### config.mk
export PLATFORM = sky130hd
export DESIGN_NAME = flag_frame_crc16_limit_receiver
export DESIGN_NICKNAME = d
export VERILOG_FILES = /design/src/design/flfc_pkg.sv /design/src/design/flfc_crc_byte.sv /design/src/design/flag_frame_crc16_limit_receiver.sv
export SDC_FILE = /design/constraint.sdc
export NUM_CORES = 1
export LEC_CHECK = 0
export BUFFER_PORTS_ARGS = -buffer_cell sky130_fd_sc_hd__buf_2
export CORE_MARGIN = 2
export CORE_UTILIZATION = 45
export DETAILED_ROUTE_END_ITERATION = 12
export PLACE_DENSITY = 0.66
export SLEW_MARGIN = 20
export SYNTH_ARGS = -nofsm -noshare
export SYNTH_HDL_FRONTEND = slang
export SYNTH_SLANG_ARGS = --single-unit
export TNS_END_PERCENT = 30
### constraint.sdc
create_clock -name i_clk -period 5.3 [get_ports i_clk]
set_input_delay 1.325 -clock i_clk [delete_from_list [all_inputs] [get_ports i_clk]]
set_output_delay 1.325 -clock i_clk [all_outputs]
set_load 0.005 [all_outputs]
### src/design/flfc_pkg.sv
// flfc_pkg: shared constants and types for the flag framed crc16 limit receiver
// no dependencies; imported by flfc_crc_byte, flag_frame_crc16_limit_receiver and its testbench
`timescale 1ns / 1ps

package flfc_pkg;

    localparam int unsigned BYTE_W     = 8;
    localparam int unsigned CRC_W      = 16;
    localparam int unsigned WORD_W     = 32;
    localparam int unsigned COUNT_W    = 4;

    localparam logic [BYTE_W-1:0]  FLAG_BYTE = 8'h7E;
    localparam logic [CRC_W-1:0]   CRC_POLY  = 16'h8408;
    localparam logic [CRC_W-1:0]   CRC_INIT  = 16'hFFFF;

    // content byte positions: 8 payload bytes, then the two check bytes
    localparam logic [COUNT_W-1:0] PAYLOAD_BYTES = 4'd8;
    localparam logic [COUNT_W-1:0] CHECK_HI_POS  = 4'd9;
    localparam logic [COUNT_W-1:0] NEED_BYTES    = 4'd10;

    typedef enum logic [1:0] {
        ST_SHORT    = 2'd0,
        ST_MISMATCH = 2'd1,
        ST_ACCEPT   = 2'd2
    } t_frame_status;

endpackage

### src/design/flfc_crc_byte.sv
// flfc_crc_byte: one byte of reflected crc16 update, unrolled into combinational logic
// depends on flfc_pkg
`timescale 1ns / 1ps

module flfc_crc_byte (
    input  logic [flfc_pkg::CRC_W-1:0]  i_crc,
    input  logic [flfc_pkg::BYTE_W-1:0] i_byte,
    output logic [flfc_pkg::CRC_W-1:0]  o_crc
);
    import flfc_pkg::*;

    always_comb begin
        logic [CRC_W-1:0] v_crc;
        v_crc = i_crc ^ {{(CRC_W-BYTE_W){1'b0}}, i_byte};
        for (int b = 0; b < BYTE_W; b++) begin
            if (v_crc[0]) begin
                v_crc = (v_crc >> 1) ^ CRC_POLY;
            end else begin
                v_crc = v_crc >> 1;
            end
        end
        o_crc = v_crc;
    end

endmodule

### src/design/flag_frame_crc16_limit_receiver.sv
// flag_frame_crc16_limit_receiver: flag delimited frame receiver, crc16/x-25 check,
// stores two 32-bit limit words from accepted frames
// depends on flfc_pkg and flfc_crc_byte
`timescale 1ns / 1ps

//  channel  | valid        | stall        | beat contents
//  ---------+--------------+--------------+---------------------------------------------
//  input    | i_in_valid   | o_in_stall   | i_rx_byte
//  output   | o_out_valid  | i_out_stall  | o_frame_status, o_lower_limit, o_upper_limit,
//           |              |              | o_received_check, o_computed_check
//
//  one byte per cycle; each byte updates the frame state in the cycle it is taken
//  a closing flag loads the result register, shown from the next cycle on
//  the input stalls only while a result sits in the result register and the
//  output is stalled; otherwise an offered byte is taken every cycle
//  synchronous active-low reset: hunting for a flag, limits zero, no result pending

module flag_frame_crc16_limit_receiver (
    input  logic                         i_clk,
    input  logic                         i_rst_n,
    input  logic                         i_in_valid,
    output logic                         o_in_stall,
    input  logic [flfc_pkg::BYTE_W-1:0]  i_rx_byte,
    output logic                         o_out_valid,
    input  logic                         i_out_stall,
    output logic [1:0]                   o_frame_status,
    output logic [flfc_pkg::WORD_W-1:0]  o_lower_limit,
    output logic [flfc_pkg::WORD_W-1:0]  o_upper_limit,
    output logic [flfc_pkg::CRC_W-1:0]   o_received_check,
    output logic [flfc_pkg::CRC_W-1:0]   o_computed_check
);
    import flfc_pkg::*;

    // frame state
    logic                   r_in_frame,   n_in_frame;
    logic [COUNT_W-1:0]     r_count,      n_count;
    logic [CRC_W-1:0]       r_crc,        n_crc;
    logic [2*WORD_W-1:0]    r_payload,    n_payload;
    logic [CRC_W-1:0]       r_check,      n_check;
    logic [WORD_W-1:0]      r_lower,      n_lower;
    logic [WORD_W-1:0]      r_upper,      n_upper;

    // result register
    logic                   r_out_valid,  n_out_valid;
    t_frame_status          r_status,     n_status;
    logic [WORD_W-1:0]      r_res_lower,  n_res_lower;
    logic [WORD_W-1:0]      r_res_upper,  n_res_upper;
    logic [CRC_W-1:0]       r_res_rx,     n_res_rx;
    logic [CRC_W-1:0]       r_res_calc,   n_res_calc;

    logic                   w_accept;
    logic                   w_flag;
    logic [CRC_W-1:0]       w_crc_next;
    logic [CRC_W-1:0]       w_calc;
    logic                   w_long;
    logic                   w_match;

    flfc_crc_byte u_crc (
        .i_crc  (r_crc),
        .i_byte (i_rx_byte),
        .o_crc  (w_crc_next)
    );

    // result register frees up when the pending result is taken this cycle
    assign o_in_stall = r_out_valid && i_out_stall;
    assign w_accept   = i_in_valid && !o_in_stall;
    assign w_flag     = (i_rx_byte == FLAG_BYTE);

    // count saturates at ten, so equality means a full frame
    assign w_long  = (r_count == NEED_BYTES);
    assign w_calc  = ~r_crc;
    assign w_match = (r_check == w_calc);

    always_comb begin
        n_in_frame  = r_in_frame;
        n_count     = r_count;
        n_crc       = r_crc;
        n_payload   = r_payload;
        n_check     = r_check;
        n_lower     = r_lower;
        n_upper     = r_upper;
        n_out_valid = r_out_valid && i_out_stall;
        n_status    = r_status;
        n_res_lower = r_res_lower;
        n_res_upper = r_res_upper;
        n_res_rx    = r_res_rx;
        n_res_calc  = r_res_calc;

        if (w_accept) begin
            if (!r_in_frame) begin
                // hunting: an opening flag starts a fresh frame
                if (w_flag) begin
                    n_in_frame = 1'b1;
                    n_count    = '0;
                    n_crc      = CRC_INIT;
                end
            end else if (w_flag) begin
                // closing flag: give a result
                n_in_frame  = 1'b0;
                n_count     = '0;
                n_out_valid = 1'b1;
                n_res_rx    = '0;
                n_res_calc  = '0;
                n_status    = ST_SHORT;
                if (w_long) begin
                    n_res_rx   = r_check;
                    n_res_calc = w_calc;
                    if (w_match) begin
                        n_status = ST_ACCEPT;
                        n_lower  = r_payload[WORD_W-1:0];
                        n_upper  = r_payload[2*WORD_W-1:WORD_W];
                    end else begin
                        n_status = ST_MISMATCH;
                    end
                end
                n_res_lower = (w_long && w_match) ? r_payload[WORD_W-1:0] : r_lower;
                n_res_upper = (w_long && w_match) ? r_payload[2*WORD_W-1:WORD_W] : r_upper;
            end else begin
                // content byte
                if (r_count < PAYLOAD_BYTES) begin
                    n_crc     = w_crc_next;
                    n_payload = {i_rx_byte, r_payload[2*WORD_W-1:BYTE_W]};
                end else if (r_count == PAYLOAD_BYTES) begin
                    n_check = {r_check[CRC_W-1:BYTE_W], i_rx_byte};
                end else if (r_count == CHECK_HI_POS) begin
                    n_check = {i_rx_byte, r_check[BYTE_W-1:0]};
                end
                if (!w_long) begin
                    n_count = r_count + 1'b1;
                end
            end
        end
    end

    always_ff @(posedge i_clk) begin
        if (!i_rst_n) begin
            r_in_frame  <= 1'b0;
            r_count     <= '0;
            r_crc       <= CRC_INIT;
            r_lower     <= '0;
            r_upper     <= '0;
            r_out_valid <= 1'b0;
        end else begin
            r_in_frame  <= n_in_frame;
            r_count     <= n_count;
            r_crc       <= n_crc;
            r_lower     <= n_lower;
            r_upper     <= n_upper;
            r_out_valid <= n_out_valid;
        end
    end

    // payload registers, no reset
    always_ff @(posedge i_clk) begin
        r_payload   <= n_payload;
        r_check     <= n_check;
        r_status    <= n_status;
        r_res_lower <= n_res_lower;
        r_res_upper <= n_res_upper;
        r_res_rx    <= n_res_rx;
        r_res_calc  <= n_res_calc;
    end

    assign o_out_valid      = r_out_valid;
    assign o_frame_status   = r_status;
    assign o_lower_limit    = r_res_lower;
    assign o_upper_limit    = r_res_upper;
    assign o_received_check = r_res_rx;
    assign o_computed_check = r_res_calc;

endmodule

==> results of run 1 <==
## flip-flops by register name (all words and copies together), names as in the netlist
name and count:
r_lower 32, o_upper_limit 32, r_count 4, o_computed_check 16
o_out_valid 1, r_crc 16, o_frame_status 2, o_received_check 16
r_upper 32, r_payload 64, r_check 16, o_lower_limit 32
r_in_frame 1
## critical path: cells and delay by family
family | cells | cell delay [ns]
buf+inv | 3 | 1.23
compound gates | 1 | 0.56
simple gates | 1 | 0.31
## placed cells by master, fill, tap and decap left out, types with 3 or more instances in the layout
cell       Yosys  final
and3_1        18     17
inv_1          4      4
mux2_2        15     15
nand2_1      138    138
mux2i_1       64     64
nor2_1        35     34
clkinv_1       1      5
nor2b_1        3      3
clkbuf_8       0      5
o211a_1        4      4
nand4_1        6      6
xnor2_1       12     12
a21boi_0       5      5
mux2_4        49     49
o22ai_1        5      5
clkinv_2       0      6
buf_2          3    110
clkbuf_16      0     27
edfxtp_1     178    178
or3_1          3      3
dfxtp_1       86     86
nor3_1         4      4
xor2_1        24     24
o21ai_0       13     13
buf_4          3     10
nand3_1        4      3
clkbuf_1      20      5
ha_1           6      6
and2_1         6      6
## final timing paths
kind,startpoint,cells past startpoint,slack (ns),end
worst max-delay path,i_out_stall,5,1.91,o_lower_limit[28]
worst min-delay path,r_lower[24],2,0.46,r_lower[24]
worst max register to register,r_check[13],6,2.20,o_upper_limit[11]
worst min register to register,r_lower[24],2,0.46,r_lower[24]
## synthesized netlist by cell type
| cell | number |
|---|---|
| nand3_1 | 4 |
| buf_6 | 6 |
| ha_1 | 6 |
| dfxtp_1 | 86 |
| edfxtp_1 | 178 |
| nor4_4 | 1 |
| and2_4 | 1 |
| buf_4 | 3 |
| nand4b_1 | 2 |
| and2b_1 | 1 |
| o21a_1 | 1 |
| mux2_4 | 49 |
| buf_12 | 6 |
| mux2i_1 | 64 |
| nand2_1 | 138 |
| or3b_2 | 1 |
| a41oi_1 | 2 |
| inv_1 | 4 |
| or3_1 | 3 |
| xnor2_1 | 12 |
| o22ai_1 | 5 |
| o211a_1 | 4 |
| nand2b_1 | 1 |
| buf_2 | 3 |
| clkbuf_1 | 20 |
| or3b_1 | 1 |
| o21ai_0 | 13 |
| nor3b_1 | 2 |
| nor2_1 | 35 |
| o21ai_1 | 1 |
| and2_1 | 6 |
| clkinv_1 | 1 |
| a21boi_0 | 5 |
| xor2_1 | 24 |
| nor2b_1 | 3 |
| nand4_1 | 6 |
| mux2_2 | 15 |
| a21oi_1 | 1 |
| nand3b_1 | 1 |
| and3_1 | 18 |
| nor3_1 | 4 |
## cell families (layout without fill, tap and decap cells)
kind of cell               Yosys count  after routing  synth area share
AOI/OAI and AO/OA                   32             32            0.0198
xor gates and xnor gates            36             36            0.0299
adders and majority gates            6              6           0.00712
buffers and inverters               43            175            0.0303
DFF                                264            264             0.670
muxes                              128            128             0.147
and+or+nand+nor                    228            228            0.0963
## area by class of cell
type / count / area (sq um)
Inverter: 5 / 18.8
Clock inverter: 13 / 114
Timing Repair Buffer: 120 / 626
Clock buffer: 37 / 763
Sequential cell: 264 / 7070
Multi-Input combinational cell: 430 / 3190
Tap cell: 319 / 399
Fill cell: 1999 / 11100
## layer usage
layer  up-vias  part of all wire  routed length [um]  track usage
met1      2793              0.46                9180        0.225
li1       2834                 -                   -            -
met5         -                 0                   0            0
met3        24             0.039                 779       0.0259
met4         0             0.018                 364       0.0390
met2       127              0.48                9470        0.261
## power by group through the flow
| stage | logic, mW | registers (mW) | clock network [mW] |
|---|---|---|---|
| 6_report | 0.0553 | 2.17 | 1.85 |
| 5_1_grt | 0.0614 | 2.17 | 1.97 |
| 4_1_cts | 0.0558 | 2.17 | 1.89 |
| 3_5_place_dp | 0.0556 | 2.22 | 0 |
| 3_3_place_gp | 0.0545 | 2.22 | 0 |
| 2_1_floorplan | 0.0382 | 2.22 | 0 |
==> metrics.txt, run 1 <==
Startpoint Class=input pin; Psw=between 0.7 and 0.8 mW; Synth area leaders=edfxtp_1 (51%), dfxtp_1 (16%), mux2_4 (7.0%), mux2i_1 (6.1%), nand2_1 (4.9%); Yosys top cell area share=0.507; Root Driver=clkbuf_16; total track usage=0.160; DP Wirelength=12.3 mm; global route overflow=0; Initial Util=0.453; # Max-Cap Violations=0; vias per cell=4.86; worst skew pair latency=around 0.52 ns; IO buf count=roughly 110; Util after Layout=0.523; Synth area leader=edfxtp_1; DR vias=5778; final cycle utilization of the critical path=0.639; initial antenna violation count=0; ratio of cells with drive above 1 in the final layout=0.266; final instance area=0.0122 sq mm; 1st-pass router iterations=4; ANT nets after route=0; Yosys Warn Count=0; final setup violation count=0; WHS=0.457 ns; post-CTS setup buffer count=0; fin cells=between 1000 and 1500; synthesized area=0.0105 sq mm; # resized after CTS=0; FF+latch count, synth=264; P&R area growth vs syn=15.4%; Mapped Avg Cell Area=14.3 sq um; final hold viol count=0; fin. max-slew vios=0; core area=0.0233 sq mm; CTS tree=built; Cell Chain, Critical Path=buf_2 -> a21boi_0 -> and3_4 -> buf_4 -> buf_4; drt drc=0; Int Pwr=3.29 mW; GP Congestion=roughly 0.8; unrepaired setup endpoints after global routing=false; CP max FO=63; die span in x=157 um; crit-path max cell delay=0.71 ns; synthesized netlist cell count=about 740; Die ar.=0.0247 sq mm; clock sinks=264; Fmax=295 MHz; Post-CTS Hold Buffers=0; first-pass GRT wire length=30.8 mm; sequential power share=0.533; area after detailed placement=0.0113 sq mm; Seq/Total Area, Yosys=0.670; Power Total=4.08 mW; min cycle time layout=between 3 and 4 ns; crit path capture type=register; Final WS setup=about 1.9 ns; worst hold path type=reg2reg; DR iter-0 viols=between 200 and 300; Rows=56; H-tree depth=1; Comb pwr share=0.014; Static Leak=approximately 5.3 nW; pre-CTS setup slack=1.33 ns; Worst-Margin Slew=slightly below 1 ns; clock power share=0.454; outcome=finished, final reports clean; WP data arrival=between 3 and 4 ns; Mapped Nets=755; Max-slew headroom=0.354; PwrDens=335 mW/mm^2; NumNets Final=866; largest net degree at the start of global routing=between 80 and 90; n_diodes=0; clk slew on worst S/H paths=0.06 ns; Crit path required time=5.44 ns; Critical Path Slowest Stage Cell=buf_4; worst vdd ir=0.279 mV; critical path's most frequent cell=buf_4; drt total wl=19.8 mm; setup_tns=0 ns; drt wl/cell=16.7 um; vias in the first global route=5587; Fin Clk Skew=0.0132 ns; Netlist cell types=41; CTS Buffer Depth=3; CTS buffer count=27; I/O pin cnt=112; # placed instances=between 1000 and 1500; Chip Height=roughly 160 um; Net Sw Frac=0.193; Critical Setup Path Class=in2reg
Power figures use the tool's default switching activity.
==> run 2, diff against run 1 <==
--- a/config.mk
+++ b/config.mk
@@ -9,7 +9,6 @@
 export CORE_MARGIN = 2
 export CORE_UTILIZATION = 45
 export DETAILED_ROUTE_END_ITERATION = 12
-export PLACE_DENSITY = 0.66
 export SLEW_MARGIN = 20
 export SYNTH_ARGS = -nofsm -noshare
 export SYNTH_HDL_FRONTEND = slang
==> constraint.sdc (replaced) <==
create_clock -name i_clk -period 3.13 [get_ports i_clk]
set_input_delay 0.7825 -clock i_clk [delete_from_list [all_inputs] [get_ports i_clk]]
set_output_delay 0.7825 -clock i_clk [all_outputs]
set_load 0.005 [all_outputs]
==> run 2 against run 1 <==
Against the previous run: clock skew is 0.014 ns higher; total power is 68% higher; global-route usage is 0.92 points higher; hold slack better by 0.00053 ns; critical endpoint is now r_crc[6].
==> metrics.txt, run 2 (synthesized netlist as in run 1, its figures left out) <==
Rows=56 (unchanged); vias in the first global route=5984 (was 5587); Worst-Margin Slew=0.892 ns (was 0.968 ns); P&R area growth vs syn=16.2% (was 15.4%); drt total wl=20.9 mm (was 19.8 mm); core area=0.0233 sq mm (unchanged); Critical Setup Path Class=reg2reg (was in2reg); outcome=finished, final reports clean (unchanged); final hold viol count=0 (unchanged); Most flops, register=r_payload (unchanged); CTS Buffer Depth=3 (unchanged); WP data arrival=3.02 ns (was 3.53 ns); multi-input logic area=0.00319 sq mm (unchanged); total track usage=0.169 (was 0.160); CTS tree=built (unchanged); H-tree depth=1 (unchanged); global route overflow=0 (unchanged); final setup violation count=0 (unchanged); Fmax=389 MHz; worst vdd ir=0.321 mV (was 0.279 mV); unrepaired setup endpoints after global routing=false (unchanged); area after detailed placement=0.0114 sq mm (was 0.0113 sq mm); NumNets Final=875 (was 866); drt drc=0 (unchanged); Largest register FFs=64 (unchanged); worst skew pair latency=0.54 ns (was 0.52 ns); vias per cell=5.03 (was 4.86); CP max FO=16 (was 63); final cycle utilization of the critical path=0.821; min cycle time layout=2.57 ns; ratio of cells with drive above 1 in the final layout=0.271 (was 0.266); clk slew on worst S/H paths=0.06 ns (about the same); IO buf count=111 (unchanged); DR vias=6018 (was 5778); Initial Util=0.453 (unchanged); DP Wirelength=13.4 mm (was 12.3 mm); clock sinks=264 (unchanged); setup_tns=0 ns (unchanged); Chip Height=157 um (unchanged); Root Driver=clkbuf_16 (unchanged); CTS buffer count=27 (unchanged); worst hold path type=reg2reg (unchanged); first-pass GRT wire length=32.6 mm (was 30.8 mm); Crit path required time=3.58 ns (was 5.44 ns); post-CTS setup buffer count=0 (unchanged); Max-slew headroom=0.405 (was 0.354); fill count=1979 (was 1999); # resized after CTS=0 (unchanged); Fin Clk Skew=0.0271 ns (was 0.0132 ns); drt wl/cell=17.5 um (was 16.7 um); Die ar.=0.0247 sq mm (unchanged); Startpoint Class=register (was input pin); ANT nets after route=0 (unchanged); n_diodes=0 (unchanged); # Max-Cap Violations=0 (unchanged); crit-path max cell delay=0.58 ns (was 0.71 ns); DR iter-0 viols=407 (was 250); fin. max-slew vios=0 (unchanged); Cell Chain, Critical Path=clkinv_1 -> ha_1 -> and2b_1 -> and3_1 -> buf_4 -> nor2_1 -> o21ai_0 (was buf_2 -> a21boi_0 -> and3_4 -> buf_4 -> buf_4); GP Congestion=0.874 (was 0.822); largest net degree at the start of global routing=86 (was 81); Post-CTS Hold Buffers=0 (unchanged); 1st-pass router iterations=4 (unchanged); commonest non-fill, non-tap cells in the layout=edfxtp_1 (178), nand2_1 (138), buf_2 (110) (unchanged); die span in x=157 um (unchanged); initial antenna violation count=0 (unchanged); PwrDens=558 mW/mm^2 (was 335 mW/mm^2); sequential cell area=0.00707 sq mm (unchanged); final instance area=0.0123 sq mm (was 0.0122 sq mm); Critical Path Slowest Stage Cell=dfxtp_1 (was buf_4); most common cell after layout, fill and taps aside=edfxtp_1 (unchanged); I/O pin cnt=112 (unchanged); crit path capture type=register (unchanged); Static Leak=5.33 nW (was 5.29 nW)
-- run 2: cell types whose count changed in the layout (fill, tap and decap cells not counted), sizes merged --
cell | previous run | this run
clkinvlp | 0 | 1
clkinv | 11 | 8
buf | 120 | 129
clkbuf | 37 | 41
bufinv | 2 | 0
-- run 2: layer usage --
layer	track usage	vias to the layer above	wire, um
li1	-	2861	-
met1	0.221	2982	9210
met2	0.295	141	10400
met3	0.0264	34	873
met4	0.0429	0	411
met5	0	-	0
-- run 2: critical path: cells and delay by family (launching register included) --
family	cells	cell delay, ns
AND/OR/NAND/NOR	3	0.84
buffers and inverters	2	0.59
flip-flops	1	0.58
adder cells (fa/ha/maj)	1	0.30
AO/OA/AOI/OAI	1	0.17
-- run 2: worst paths after layout --
| check | startpoint | slack (ns) | cells past startpoint | endpoint |
|---|---|---|---|---|
| hold / removal | r_lower[22] | 0.46 | 2 | r_lower[22] |
| hold reg to reg | r_lower[22] | 0.46 | 2 | r_lower[22] |
| setup reg to reg | r_in_frame | 0.56 | 7 | r_crc[6] |
| setup / recovery | r_in_frame | 0.56 | 7 | r_crc[6] |
-- run 2: through the flow --
step | power, mW | util | hold slack [ns] | setup WS (ns) | cells
finish | 6.84 | 0.527 | 0.457 | 0.559 | 1197
CTS | 6.92 | 0.527 | 0.460 | 0.550 | 1197
floorplan | 3.82 | - | 0.436 | 0.288 | 737
global route | 7.06 | 0.527 | 0.481 | 0.466 | 1197
global placement | 3.85 | 0.490 | 0.441 | 0.264 | 1147
detailed placement | 3.86 | 0.490 | 0.452 | 0.137 | 1147
-- run 2: power by group --
group          switching [mW]  internal, mW  total, mW
logic                  0.0664        0.0321     0.0985
registers            0.000677          3.68       3.68
clock network            1.31          1.75       3.06
-- run 2: area by class of cell --
type,instances,area share
multi-input cells,430,0.260
clock inverters,9,0.00541
inverters,5,0.00153
clock buffers,41,0.0643
repair buffers,129,0.0596
flip-flops and latches,264,0.577
well taps,319,0.0326
==> run 3, diff against run 2 <==
--- a/config.mk
+++ b/config.mk
@@ -9,6 +9,7 @@
 export CORE_MARGIN = 2
 export CORE_UTILIZATION = 45
 export DETAILED_ROUTE_END_ITERATION = 12
+export PLACE_DENSITY = 0.66
 export SLEW_MARGIN = 20
 export SYNTH_ARGS = -nofsm -noshare
 export SYNTH_HDL_FRONTEND = slang
==> constraint.sdc (replaced) <==
create_clock -name i_clk -period 2.1 [get_ports i_clk]
set_input_delay 0.525 -clock i_clk [delete_from_list [all_inputs] [get_ports i_clk]]
set_output_delay 0.525 -clock i_clk [all_outputs]
set_load 0.005 [all_outputs]
==> run 3 against run 2 <==
Against the previous run: the run now ends with setup timing left; register-to-register slack worse by 0.69 ns; first-iteration DRC count is 28% lower; utilization is 3.0 points higher; flip-flop and latch count stayed put; clock skew is 0.0061 ns lower; critical path depth stayed put; wire length is 1.2% lower; non-clock buffer count is 54 higher; critical path type unchanged; critical endpoint is now o_upper_limit[27]; highest routed layer unchanged.
==> metrics.txt, run 3 (synthesized netlist as in run 1, its figures left out) <==
worst vdd ir=0.617 mV (was 0.321 mV); fin. max-slew vios=0 (unchanged); Crit path required time=2.39 ns (was 3.58 ns); NumNets Final=929 (was 875); total track usage=0.167 (was 0.169); final instance area=0.0130 sq mm (was 0.0123 sq mm); # Max-Cap Violations=0 (unchanged); Static Leak=5.67 nW (was 5.33 nW); fin cells=1251 (was 1197); most common cell after layout, fill and taps aside=edfxtp_1 (unchanged); commonest non-fill, non-tap cells in the layout=edfxtp_1 (178), nand2_1 (138), buf_2 (110) (unchanged); CP max FO=6 (was 16); die span in x=157 um (unchanged); clock sinks=264 (unchanged); clk slew on worst S/H paths=0.06 ns (about the same); Max-slew headroom=0.521 (was 0.405); I/O pin cnt=112 (unchanged); Post-CTS Hold Buffers=0 (unchanged); Psw=2.02 mW (was 1.38 mW); worst skew pair latency=0.54 ns (about the same); WP data arrival=2.52 ns (was 3.02 ns); DR vias=6087 (was 6018); n_diodes=0 (unchanged); Final WS setup=-0.128 ns (was 0.559 ns); clock power share=0.463 (was 0.447); ratio of cells with drive above 1 in the final layout=0.311 (was 0.271); worst hold path type=in2reg (was reg2reg); Startpoint Class=register (unchanged); outcome=finished with violations (was finished, final reports clean); Chip Height=157 um (unchanged); area after detailed placement=0.0119 sq mm (was 0.0114 sq mm); ANT nets after route=0 (unchanged); unrepaired setup endpoints after global routing=true (was false); Fin Clk Skew=0.0210 ns (was 0.0271 ns); vias per cell=4.87 (was 5.03); initial antenna violation count=0 (unchanged); DP Wirelength=13.5 mm (was 13.4 mm); largest net degree at the start of global routing=55 (was 86); GP Congestion=0.837 (was 0.874); first-pass GRT wire length=32.0 mm (was 32.6 mm); DR iter-0 viols=295 (was 407); failing checks=setup timing; Int Pwr=8.54 mW (was 5.46 mW); 1st-pass router iterations=4 (unchanged); Rows=56 (unchanged); min cycle time layout=2.23 ns (was 2.57 ns); Power Total=10.6 mW (was 6.84 mW); Critical Setup Path Class=reg2reg (unchanged); Net Sw Frac=0.191 (was 0.202); Largest register FFs=64 (unchanged); Most flops, register=r_payload (unchanged); final setup violation count=63 (was 0); H-tree depth=1 (unchanged); vias in the first global route=5957 (was 5984); global route overflow=0 (unchanged); sequential power share=0.520 (was 0.538); final cycle utilization of the critical path=1.06 (was 0.821); IO buf count=111 (unchanged); drt wl/cell=16.5 um (was 17.5 um); Worst-Margin Slew=0.715 ns (was 0.892 ns); Initial Util=0.453 (unchanged); P&R area growth vs syn=22.9% (was 16.2%); drt total wl=20.7 mm (was 20.9 mm); CTS buffer count=27 (unchanged); CTS tree=built (unchanged); core area=0.0233 sq mm (unchanged); crit path capture type=register (unchanged); drt drc=0 (unchanged); Root Driver=clkbuf_16 (unchanged); multi-input logic area=0.00321 sq mm (was 0.00319 sq mm); sequential cell area=0.00707 sq mm (unchanged); Util after Layout=0.557 (was 0.527); # placed instances=1193 (was 1147); CTS Buffer Depth=3 (unchanged); Fmax=449 MHz (was 389 MHz); Die ar.=0.0247 sq mm (unchanged); final hold viol count=0 (unchanged); Comb pwr share=0.017 (was 0.014); PwrDens=814 mW/mm^2 (was 558 mW/mm^2); fill count=1943 (was 1979)
==> run 3: cell count changes in the layout (fill, tap and decap cells not counted), moves of 2 or more <==
cell	before	now
mux2_2	15	8
bufinv_16	0	4
buf_12	3	17
buf_4	16	51
clkinv_1	4	2
mux2_4	49	56
clkbuf_8	6	3
buf_6	0	3
clkbuf_1	8	12
clkinv_4	2	0
==> run 3: worst paths after layout <==
check          startpoint                 to  slack [ns]  cells past startpoint
max           r_check[13]  o_upper_limit[27]       -0.13                      7
min          i_rx_byte[5]      r_payload[61]        0.33                      2
max reg2reg   r_check[13]  o_upper_limit[27]       -0.13                      7
min reg2reg   r_lower[30]        r_lower[30]        0.46                      2
==> run 3: layer usage <==
metal  wire (um)  track usage
met1        9330        0.226
met2        9890        0.277
met3        1010       0.0289
met4         439       0.0481
met5           0            0
==> run 3: layout make-up <==
| type | count | area share |
|---|---|---|
| multi-input cells | 430 | 0.248 |
| clock inverters | 8 | 0.0112 |
| clock buffers | 42 | 0.0588 |
| flip-flops and latches | 264 | 0.545 |
| repair buffers | 183 | 0.105 |
| inverters | 5 | 0.00145 |
| well taps | 319 | 0.0308 |
==> run 3: metrics by stage <==
step | worst slack (ns) | hold WS, ns | setup TNS (ns)
final | -0.128 | 0.326 | -5.21
after CTS | -0.113 | 0.304 | -4.32
after global placement | -0.263 | 0.442 | -9.37
after detailed placement | -0.311 | 0.454 | -11.95
after floorplan | -0.344 | 0.436 | -45.24
after global routing | -0.239 | 0.318 | -12.13
==> run 3: worst max-delay path: stages (launching register included) <==
cell and delay, ns:
edfxtp_1 0.40, xor2_1 0.15, nand4_1 0.21, nor4_4 0.34, and2_4 0.30, buf_12 0.15
clkbuf_16 0.14, mux2_4 0.29
==> run 3: power by group through the flow <==
| stage | combinational, mW | clock [mW] | sequential, mW |
|---|---|---|---|
| final | 0.178 | 4.89 | 5.49 |
| after global routing | 0.195 | 5.19 | 5.49 |
| after CTS | 0.181 | 4.99 | 5.49 |
| after detailed placement | 0.180 | 0 | 5.60 |
| after global placement | 0.176 | 0 | 5.60 |
| after floorplan | 0.0968 | 0 | 5.60 |
==> run 3: timing repair <==
action,in CTS,in global routing
pin swaps,4,1
cloned,1,1
gates resized for setup,8,3
setup endpoints to repair,63,64
setup buffers,4,2
